## src/hdl/wdt_pkg.sv

```systemverilog
package wdt_pkg;

    localparam int unsigned CountWidth = 15;
    localparam logic [7:0] CLEAR_KEY = 8'hA5;
    localparam logic [3:0] CODE_RESET = 4'hB;
    localparam logic [3:0] CODE_SATURATE = 4'hB;
    localparam logic [CountWidth-1:0] MAX_CYCLES = 15'd16384;
    localparam logic [CountWidth-1:0] BASE_CYCLES = 15'd8;

    typedef enum logic [1:0] {
        OP_TICK  = 2'd0,
        OP_WRITE = 2'd1,
        OP_READ  = 2'd2
    } t_op;

    typedef enum logic [2:0] {
        SEL_CTRL     = 3'd0,
        SEL_PERIOD   = 3'd1,
        SEL_EWOFFSET = 3'd2,
        SEL_INTSET   = 3'd3,
        SEL_INTCLR   = 3'd4,
        SEL_FLAG     = 3'd5,
        SEL_STATUS   = 3'd6,
        SEL_CLEAR    = 3'd7
    } t_sel;

    typedef struct packed {
        logic [1:0] operation;
        logic [2:0] reg_select;
        logic [7:0] write_data;
    } t_req;

    typedef struct packed {
        logic [7:0] read_data;
        logic       early_warning_irq;
        logic       system_reset;
    } t_rsp;

    // Period and offset codes: 8 << code, saturating for the upper codes
    function automatic logic [CountWidth-1:0] code_to_cycles(input logic [3:0] code);
        logic [CountWidth-1:0] cycles;
        if (code >= CODE_SATURATE) begin
            cycles = MAX_CYCLES;
        end else begin
            cycles = BASE_CYCLES << code;
        end
        return cycles;
    endfunction

endpackage

```

## src/hdl/wdt_req_if.sv

```systemverilog
interface wdt_req_if;
    logic       valid;
    logic       ready;
    logic [1:0] operation;
    logic [2:0] reg_select;
    logic [7:0] write_data;

    modport source (output valid, output operation, output reg_select, output write_data,
                    input ready);
    modport sink (input valid, input operation, input reg_select, input write_data,
                  output ready);
endinterface

```

## src/hdl/wdt_rsp_if.sv

```systemverilog
interface wdt_rsp_if;
    logic       valid;
    logic       ready;
    logic [7:0] read_data;
    logic       early_warning_irq;
    logic       system_reset;

    modport source (output valid, output read_data, output early_warning_irq,
                    output system_reset, input ready);
    modport sink (input valid, input read_data, input early_warning_irq,
                  input system_reset, output ready);
endinterface

```

## src/hdl/wdt_core.sv

```systemverilog
module wdt_core (
    input  logic          i_clk,
    input  logic          i_rst_n,
    input  logic          i_fire,
    input  wdt_pkg::t_req i_req,
    output wdt_pkg::t_rsp o_rsp
);

    logic                           r_run_enable;
    logic                           r_window_enable;
    logic [3:0]                     r_period_code;
    logic [3:0]                     r_warning_code;
    logic                           r_warning_int_enable;
    logic                           r_warning_flag;
    logic [wdt_pkg::CountWidth-1:0] r_tick_count;

    logic                           n_run_enable;
    logic                           n_window_enable;
    logic [3:0]                     n_period_code;
    logic [3:0]                     n_warning_code;
    logic                           n_warning_int_enable;
    logic                           n_warning_flag;
    logic [wdt_pkg::CountWidth-1:0] n_tick_count;

    logic [wdt_pkg::CountWidth-1:0] count_inc;
    logic [7:0]                     read_data;
    logic                           system_reset;

    assign count_inc = r_tick_count + 1'b1;

    always_comb begin
        n_run_enable         = r_run_enable;
        n_window_enable      = r_window_enable;
        n_period_code        = r_period_code;
        n_warning_code       = r_warning_code;
        n_warning_int_enable = r_warning_int_enable;
        n_warning_flag       = r_warning_flag;
        n_tick_count         = r_tick_count;
        read_data            = '0;
        system_reset         = 1'b0;

        unique case (wdt_pkg::t_op'(i_req.operation))
            wdt_pkg::OP_TICK: begin
                if (r_run_enable) begin
                    n_tick_count = count_inc;
                    if (count_inc == wdt_pkg::code_to_cycles(r_warning_code)) begin
                        n_warning_flag = 1'b1;
                    end
                    if (count_inc >= wdt_pkg::code_to_cycles(r_period_code)) begin
                        system_reset = 1'b1;
                        n_tick_count = '0;
                    end
                end
            end
            wdt_pkg::OP_WRITE: begin
                unique case (wdt_pkg::t_sel'(i_req.reg_select))
                    wdt_pkg::SEL_CTRL: begin
                        n_run_enable    = i_req.write_data[0];
                        n_window_enable = i_req.write_data[1];
                    end
                    wdt_pkg::SEL_PERIOD:   n_period_code  = i_req.write_data[3:0];
                    wdt_pkg::SEL_EWOFFSET: n_warning_code = i_req.write_data[3:0];
                    wdt_pkg::SEL_INTSET: begin
                        if (i_req.write_data[0]) n_warning_int_enable = 1'b1;
                    end
                    wdt_pkg::SEL_INTCLR: begin
                        if (i_req.write_data[0]) n_warning_int_enable = 1'b0;
                    end
                    wdt_pkg::SEL_FLAG: begin
                        if (i_req.write_data[0]) n_warning_flag = 1'b0;
                    end
                    wdt_pkg::SEL_STATUS: begin
                    end
                    wdt_pkg::SEL_CLEAR: begin
                        if (i_req.write_data == wdt_pkg::CLEAR_KEY) n_tick_count = '0;
                    end
                endcase
            end
            wdt_pkg::OP_READ: begin
                unique case (wdt_pkg::t_sel'(i_req.reg_select))
                    wdt_pkg::SEL_CTRL:     read_data = {6'd0, r_window_enable, r_run_enable};
                    wdt_pkg::SEL_PERIOD:   read_data = {4'd0, r_period_code};
                    wdt_pkg::SEL_EWOFFSET: read_data = {4'd0, r_warning_code};
                    wdt_pkg::SEL_INTSET,
                    wdt_pkg::SEL_INTCLR:   read_data = {7'd0, r_warning_int_enable};
                    wdt_pkg::SEL_FLAG:     read_data = {7'd0, r_warning_flag};
                    wdt_pkg::SEL_STATUS,
                    wdt_pkg::SEL_CLEAR:    read_data = '0;
                endcase
            end
            default: begin
                // undefined operation: no action
            end
        endcase

        o_rsp.read_data         = read_data;
        o_rsp.early_warning_irq = n_warning_flag & n_warning_int_enable;
        o_rsp.system_reset      = system_reset;
    end

    always_ff @(posedge i_clk) begin
        if (!i_rst_n) begin
            r_run_enable         <= 1'b0;
            r_window_enable      <= 1'b0;
            r_period_code        <= wdt_pkg::CODE_RESET;
            r_warning_code       <= wdt_pkg::CODE_RESET;
            r_warning_int_enable <= 1'b0;
            r_warning_flag       <= 1'b0;
            r_tick_count         <= '0;
        end else if (i_fire) begin
            r_run_enable         <= n_run_enable;
            r_window_enable      <= n_window_enable;
            r_period_code        <= n_period_code;
            r_warning_code       <= n_warning_code;
            r_warning_int_enable <= n_warning_int_enable;
            r_warning_flag       <= n_warning_flag;
            r_tick_count         <= n_tick_count;
        end
    end

endmodule

```

## src/hdl/watchdog_timer_early_warning.sv

```systemverilog
// Watchdog timer with early-warning interrupt.
//
// i_req carries one request per handshake: a slow-clock tick, a register
// write or a register read (operation, reg_select, write_data). o_rsp
// returns exactly one response per request: read_data (zero unless a
// read), early_warning_irq (flag and interrupt enable after the request)
// and system_reset (high on the tick where the count reaches or passes the period).
//
// An accepted request is captured in the input register, evaluated
// against the watchdog state as it advances and presented on o_rsp from
// the output register. Throughput: one request per cycle while o_rsp
// does not stall, with the state updated between the two registers.
//
// Reset (i_rst_n low, synchronous) stops the counter, sets both codes to
// 11 (16384 ticks), clears the flag, interrupt enable and count, and
// empties both pipeline registers. When o_rsp stalls, the response holds,
// one further request is held in the input register, and i_req.ready
// drops until the response is taken.
module watchdog_timer_early_warning (
    input  logic        i_clk,
    input  logic        i_rst_n,
    wdt_req_if.sink     i_req,
    wdt_rsp_if.source   o_rsp
);

    logic          r_in_valid;
    wdt_pkg::t_req r_in_req;
    logic          r_out_valid;
    wdt_pkg::t_rsp r_out_rsp;

    logic          advance;
    wdt_pkg::t_rsp n_rsp;

    assign advance     = r_in_valid && (!r_out_valid || o_rsp.ready);
    assign i_req.ready = !r_in_valid || advance;

    always_ff @(posedge i_clk) begin
        if (!i_rst_n) begin
            r_in_valid <= 1'b0;
        end else if (i_req.ready) begin
            r_in_valid <= i_req.valid;
        end
    end

    always_ff @(posedge i_clk) begin
        if (i_req.ready && i_req.valid) begin
            r_in_req.operation  <= i_req.operation;
            r_in_req.reg_select <= i_req.reg_select;
            r_in_req.write_data <= i_req.write_data;
        end
    end

    wdt_core u_core (
        .i_clk   (i_clk),
        .i_rst_n (i_rst_n),
        .i_fire  (advance),
        .i_req   (r_in_req),
        .o_rsp   (n_rsp)
    );

    always_ff @(posedge i_clk) begin
        if (!i_rst_n) begin
            r_out_valid <= 1'b0;
        end else if (advance) begin
            r_out_valid <= 1'b1;
        end else if (o_rsp.ready) begin
            r_out_valid <= 1'b0;
        end
    end

    always_ff @(posedge i_clk) begin
        if (advance) begin
            r_out_rsp <= n_rsp;
        end
    end

    assign o_rsp.valid             = r_out_valid;
    assign o_rsp.read_data         = r_out_rsp.read_data;
    assign o_rsp.early_warning_irq = r_out_rsp.early_warning_irq;
    assign o_rsp.system_reset      = r_out_rsp.system_reset;

    // only a tick can fire the system reset
    a_reset_only_on_tick: assert property (@(posedge i_clk) disable iff (!i_rst_n)
        (advance && (r_in_req.operation != wdt_pkg::OP_TICK)) |-> !n_rsp.system_reset)
        else $error("system reset raised by a non-tick request");

    // a request that moves on always lands in the output register
    a_advance_fills_out: assert property (@(posedge i_clk) disable iff (!i_rst_n)
        advance |=> r_out_valid)
        else $error("response lost after advancing");

    // a held request keeps its payload until it moves on
    a_hold_in: assert property (@(posedge i_clk) disable iff (!i_rst_n)
        (r_in_valid && !advance) |=> (r_in_valid && $stable(r_in_req)))
        else $error("pending request dropped or changed");

    // read data is zero unless the request was a read
    a_read_data_zero: assert property (@(posedge i_clk) disable iff (!i_rst_n)
        (advance && (r_in_req.operation != wdt_pkg::OP_READ)) |-> (n_rsp.read_data == 8'd0))
        else $error("read data driven on a non-read request");

endmodule

```

## src/flat_wrapper.sv

```systemverilog
// flat-port wrapper written by rule: the top's interface ports become plain ports
module watchdog_timer_early_warning_flat 
  (i_clk, i_rst_n, i_req_valid, i_req_operation, i_req_reg_select, i_req_write_data, i_req_ready, o_rsp_valid, o_rsp_read_data, o_rsp_early_warning_irq, o_rsp_system_reset, o_rsp_ready);
  wdt_req_if i_req_i ();
  wdt_rsp_if o_rsp_i ();
  input  logic i_clk;
  input  logic i_rst_n;
  input wire logic [$bits(i_req_i.valid)-1:0] i_req_valid;
  input wire logic [$bits(i_req_i.operation)-1:0] i_req_operation;
  input wire logic [$bits(i_req_i.reg_select)-1:0] i_req_reg_select;
  input wire logic [$bits(i_req_i.write_data)-1:0] i_req_write_data;
  output wire logic [$bits(i_req_i.ready)-1:0] i_req_ready;
  output wire logic [$bits(o_rsp_i.valid)-1:0] o_rsp_valid;
  output wire logic [$bits(o_rsp_i.read_data)-1:0] o_rsp_read_data;
  output wire logic [$bits(o_rsp_i.early_warning_irq)-1:0] o_rsp_early_warning_irq;
  output wire logic [$bits(o_rsp_i.system_reset)-1:0] o_rsp_system_reset;
  input wire logic [$bits(o_rsp_i.ready)-1:0] o_rsp_ready;
  assign i_req_i.valid = i_req_valid;
  assign i_req_i.operation = i_req_operation;
  assign i_req_i.reg_select = i_req_reg_select;
  assign i_req_i.write_data = i_req_write_data;
  assign i_req_ready = i_req_i.ready;
  assign o_rsp_valid = o_rsp_i.valid;
  assign o_rsp_read_data = o_rsp_i.read_data;
  assign o_rsp_early_warning_irq = o_rsp_i.early_warning_irq;
  assign o_rsp_system_reset = o_rsp_i.system_reset;
  assign o_rsp_i.ready = o_rsp_ready;
  watchdog_timer_early_warning u_core (.i_clk(i_clk), .i_rst_n(i_rst_n), .i_req(i_req_i), .o_rsp(o_rsp_i));
endmodule
```

## config.mk

```make
export PLATFORM = sky130hd
export DESIGN_NAME = watchdog_timer_early_warning_flat
export DESIGN_NICKNAME = d
export VERILOG_FILES = /design/src/hdl/wdt_pkg.sv /design/src/hdl/wdt_req_if.sv /design/src/hdl/wdt_rsp_if.sv /design/src/hdl/wdt_core.sv /design/src/hdl/watchdog_timer_early_warning.sv /design/src/flat_wrapper.sv
export SDC_FILE = /design/constraint.sdc
export NUM_CORES = 1
export LEC_CHECK = 0
export BUFFER_PORTS_ARGS = -buffer_cell sky130_fd_sc_hd__buf_2
export CAP_MARGIN = 25
export CORE_ASPECT_RATIO = 2
export CORE_UTILIZATION = 40
export CTS_CLUSTER_DIAMETER = 100
export DETAILED_ROUTE_END_ITERATION = 10
export GPL_TIMING_DRIVEN = 0
export PLACE_DENSITY = 0.65
export SLEW_MARGIN = 20
export SYNTH_ARGS = -nofsm -noshare
export SYNTH_HDL_FRONTEND = slang
export SYNTH_SLANG_ARGS = --single-unit
```

## constraint.sdc

```tcl
create_clock -name i_clk -period 8.97 [get_ports i_clk]
set_clock_uncertainty 0.1 [all_clocks]
set_input_delay 0.4485 -clock i_clk [delete_from_list [all_inputs] [get_ports i_clk]]
set_output_delay 0.4485 -clock i_clk [all_outputs]
set_load 0.05 [all_outputs]
```

==> metrics.md <==
| Metric | Value |
|---|---|
| Fillers | `712` |
| Register area share after synthesis | `0.389` |
| Final hold violations | `0` |
| Area contributors post-synth | `dfxtp_1, edfxtp_1, nand2_1` |
| Post-DP HPWL | `5.48 mm` |
| CP Capture Type | `flip-flop` |
| Unrepaired setup endpoints after global routing | `false` |
| P per Cell Area | `~140 mW/mm^2` |
| Avg Inst Size Synth | `9.10 um^2` |
| Max-cap violations | `0` |
| Die Wd | `62.8 um` |
| Fin crit share | `0.491` |
| Max-slew violations | `0` |
| Post-synth EDFFs | `19` |
| Rel. slew slack | `0.620` |
| GPL Wtd Cong | `~0.92` |
| Post-synth ARST share | `0` |
| DRT antenna net count | `0` |
| Total CTS buffers | `5` |
| CTS tree | `built` |
| Mapped cell area | `between 0.002 and 0.003 mm^2` |
| Setup TNS | `0 ns` |
| GRT Util Overall | `0.191` |
| Critical Path RT | `9.09 ns` |
| Most frequent CP cell | `ha_1` |
| Setup WS pre-CTS | `~4.6 ns` |
| Sinks on Clock Net | `between 40 and 50` |
| Total grt overflow | `0` |
| Detailed Route Iter0 Violations | `~110` |
| HP Class | `primary input to flip-flop` |
| Most common cell after layout, fill and taps aside | `nand2_1` |
| VDD IR-drop max | `0.124 mV` |
| Achievable Freq | `227 MHz` |
| Post-CTS resize count | `0` |
| Tightest Pin Transition | `0.566 ns` |
| Via count | `2497` |
| Vias per inst | `5.52` |
| Largest net degree at the start of global routing | `17` |
| Slowest cell on the critical path | `or4_1` |
| Cell count after synthesis | `325` |
| Reg2Reg Setup Slack | `4.57 ns` |
| Wirelength per Cell | `15.6 um` |
| # diodes | `0` |
| Die Span Y | `roughly 120 um` |
| Post-CTS setup buffers | `0` |
| Layout Cells excl Fill | `452` |
| H-tree lvl count | `2` |
| Fin crit period | `4.40 ns` |
| PortBufs | `24` |
| Post-CTS Hold Fix Bufs | `0` |
| CP max FO | `10` |
| Largest area contributor in the netlist | `dfxtp_1` |
| Initial antenna violation count | `0` |
| Final setup violation count | `0` |
| Crit path largest cell delay | `0.54 ns` |
| Skew-Pair Late Insertion Delay | `0.29 ns` |
| DRC Markers | `0` |
| Row Count | `44` |
| Total power | `457 uW` |
| Clock-pin slew on the worst setup and hold paths | `0.07 ns` |
| Setup crit start kind | `flip-flop` |
| Final WS setup | `4.57 ns` |
| Synth Flop Type | `dfxtp_1` |
| Vias in the first global route | `2361` |
| Worst-case clock buffer depth | `2` |
| Core outline area | `between 0.007 and 0.008 mm^2` |
| I/O pins | `29` |
| Yosys Warn Count | `0` |
| Layout cells sized above 1 | `0.156` |
| Placed Cells | `444` |
| Register bit total from synthesis | `48` |
| Post-synth top area share | `0.196` |
| Critical path, cell by cell | `ha_1, nand3_2, o31a_2, or2_2, ha_1, or4_1, o2bb2ai_1, a21oi_1, maj3_1, maj3_2, a21oi_4, buf_4, nand3_1, o21ai_0` |
| Synth cell types | `61` |
| Most frequent cells in the layout | `nand2_1, dfxtp_1, buf_2, nor2b_1, edfxtp_1` |
| Die Area | `0.00777 mm^2` |
| Initial Util | `0.410` |
| Root Buffer | `clkbuf_16` |
| Worst Path Arrival | `4.52 ns` |
| Leak Pwr | `1.23 nW` |
| Synth-to-Final Area Change | `13.3%` |
| Fin nets | `between 300 and 400` |
| Total Wirelength | `roughly 7 mm` |
| Pre-antenna DRT Iters | `4` |
| Setup CP Type | `flip-flop to flip-flop` |
| Status | `finished, final reports clean` |
| Global-route wire length before repair | `between 10 and 15 mm` |
[cell usage after synthesis (all sizes together), types with 3 or more instances]
cell	count
nand2b	5
or3	3
mux2i	12
nand3	20
buf	7
a21oi	18
nor4bb	3
edfxtp	19
nand2	38
clkbuf	10
nor3	8
xnor2	7
nor2	14
nand4	7
nor3b	5
nor4	5
dfxtp	29
ha	11
a21o	3
nor2b	19
a22oi	10
and3	3
o21a	4
and2	4
o21ai	15
inv	12
[layout make-up]
class	count	area [um^2]	area share
clock inverters	3	21.3	0.00635
repair buffers	24	120	0.0358
multi-input cells	251	1670	0.497
clock buffers	5	125	0.0373
plain buffers	17	108	0.0321
inverters	12	45.0	0.0134
flip-flops and latches	48	1150	0.343
well taps	92	115	0.0343
[worst max-delay path: cells and delay by family (launching register included)]
family / cells / cell delay, ns
compound gates: 5 / 1.10
fa+ha+maj: 4 / 1.27
buf+inv: 1 / 0.24
flops: 1 / 0.43
simple gates: 4 / 1.19
[worst paths after layout]
kind | startpoint | endpoint | depth (start not counted)
worst min-delay path | i_req_reg_select[0] | u_core.r_in_req[8] | 1
worst max register to register | u_core.u_core.r_tick_count[0] | u_core.u_core.r_tick_count[2] | 14
worst min register to register | u_core.u_core.r_window_enable | u_core.u_core.r_window_enable | 2
worst max-delay path | u_core.u_core.r_tick_count[0] | u_core.u_core.r_tick_count[2] | 14
[power breakdown]
group | internal [mW] | total (mW) | switching, mW
logic | 0.0111 | 0.0340 | 0.0230
clock network | 0.104 | 0.187 | 0.0833
registers | 0.232 | 0.236 | 0.00329
[registers in the layout, summed over array words and instances, names as in the netlist]
signal	flops
u_core.u_core.r_warning_code	4
u_core.u_core.r_window_enable	1
u_core.o_rsp.system_reset	1
u_core.u_core.r_period_code	4
u_core.r_in_valid	1
u_core.o_rsp.valid	1
u_core.r_in_req	13
u_core.u_core.r_warning_flag	1
u_core.o_rsp.early_warning_irq	1
u_core.o_rsp.read_data	4
u_core.u_core.r_warning_int_enable	1
u_core.u_core.r_tick_count	15
u_core.u_core.r_run_enable	1
[per-stage QoR]
step / hold slack (ns) / area [um^2] / utilization
after floorplan: 0.344 / 2970 / -
after global placement: 0.360 / 3210 / 0.444
after detailed placement: 0.368 / 3210 / 0.444
after CTS: 0.224 / 3350 / 0.465
after global routing: 0.223 / 3350 / 0.465
final: 0.230 / 3350 / 0.465
[metal layers]
metal	part of all wire	GRT usage	up-vias
li1	-	-	1245
met1	0.36	0.177	1192
met2	0.58	0.374	45
met3	0.017	0.0201	15
met4	0.037	0.145	0
met5	0	0	-
[kinds of logic after synthesis]
| logic type | after synthesis | synth area share |
|---|---|---|
| buf+inv | 29 | 0.0516 |
| mux | 13 | 0.0444 |
| compound gates | 68 | 0.155 |
| xor+xnor | 9 | 0.0330 |
| simple gates | 144 | 0.272 |
| flops | 48 | 0.389 |
| other cells | 1 | 0.00127 |
| fa+ha+maj | 13 | 0.0537 |
No activity file was read; power rests on OpenSTA's default activity.
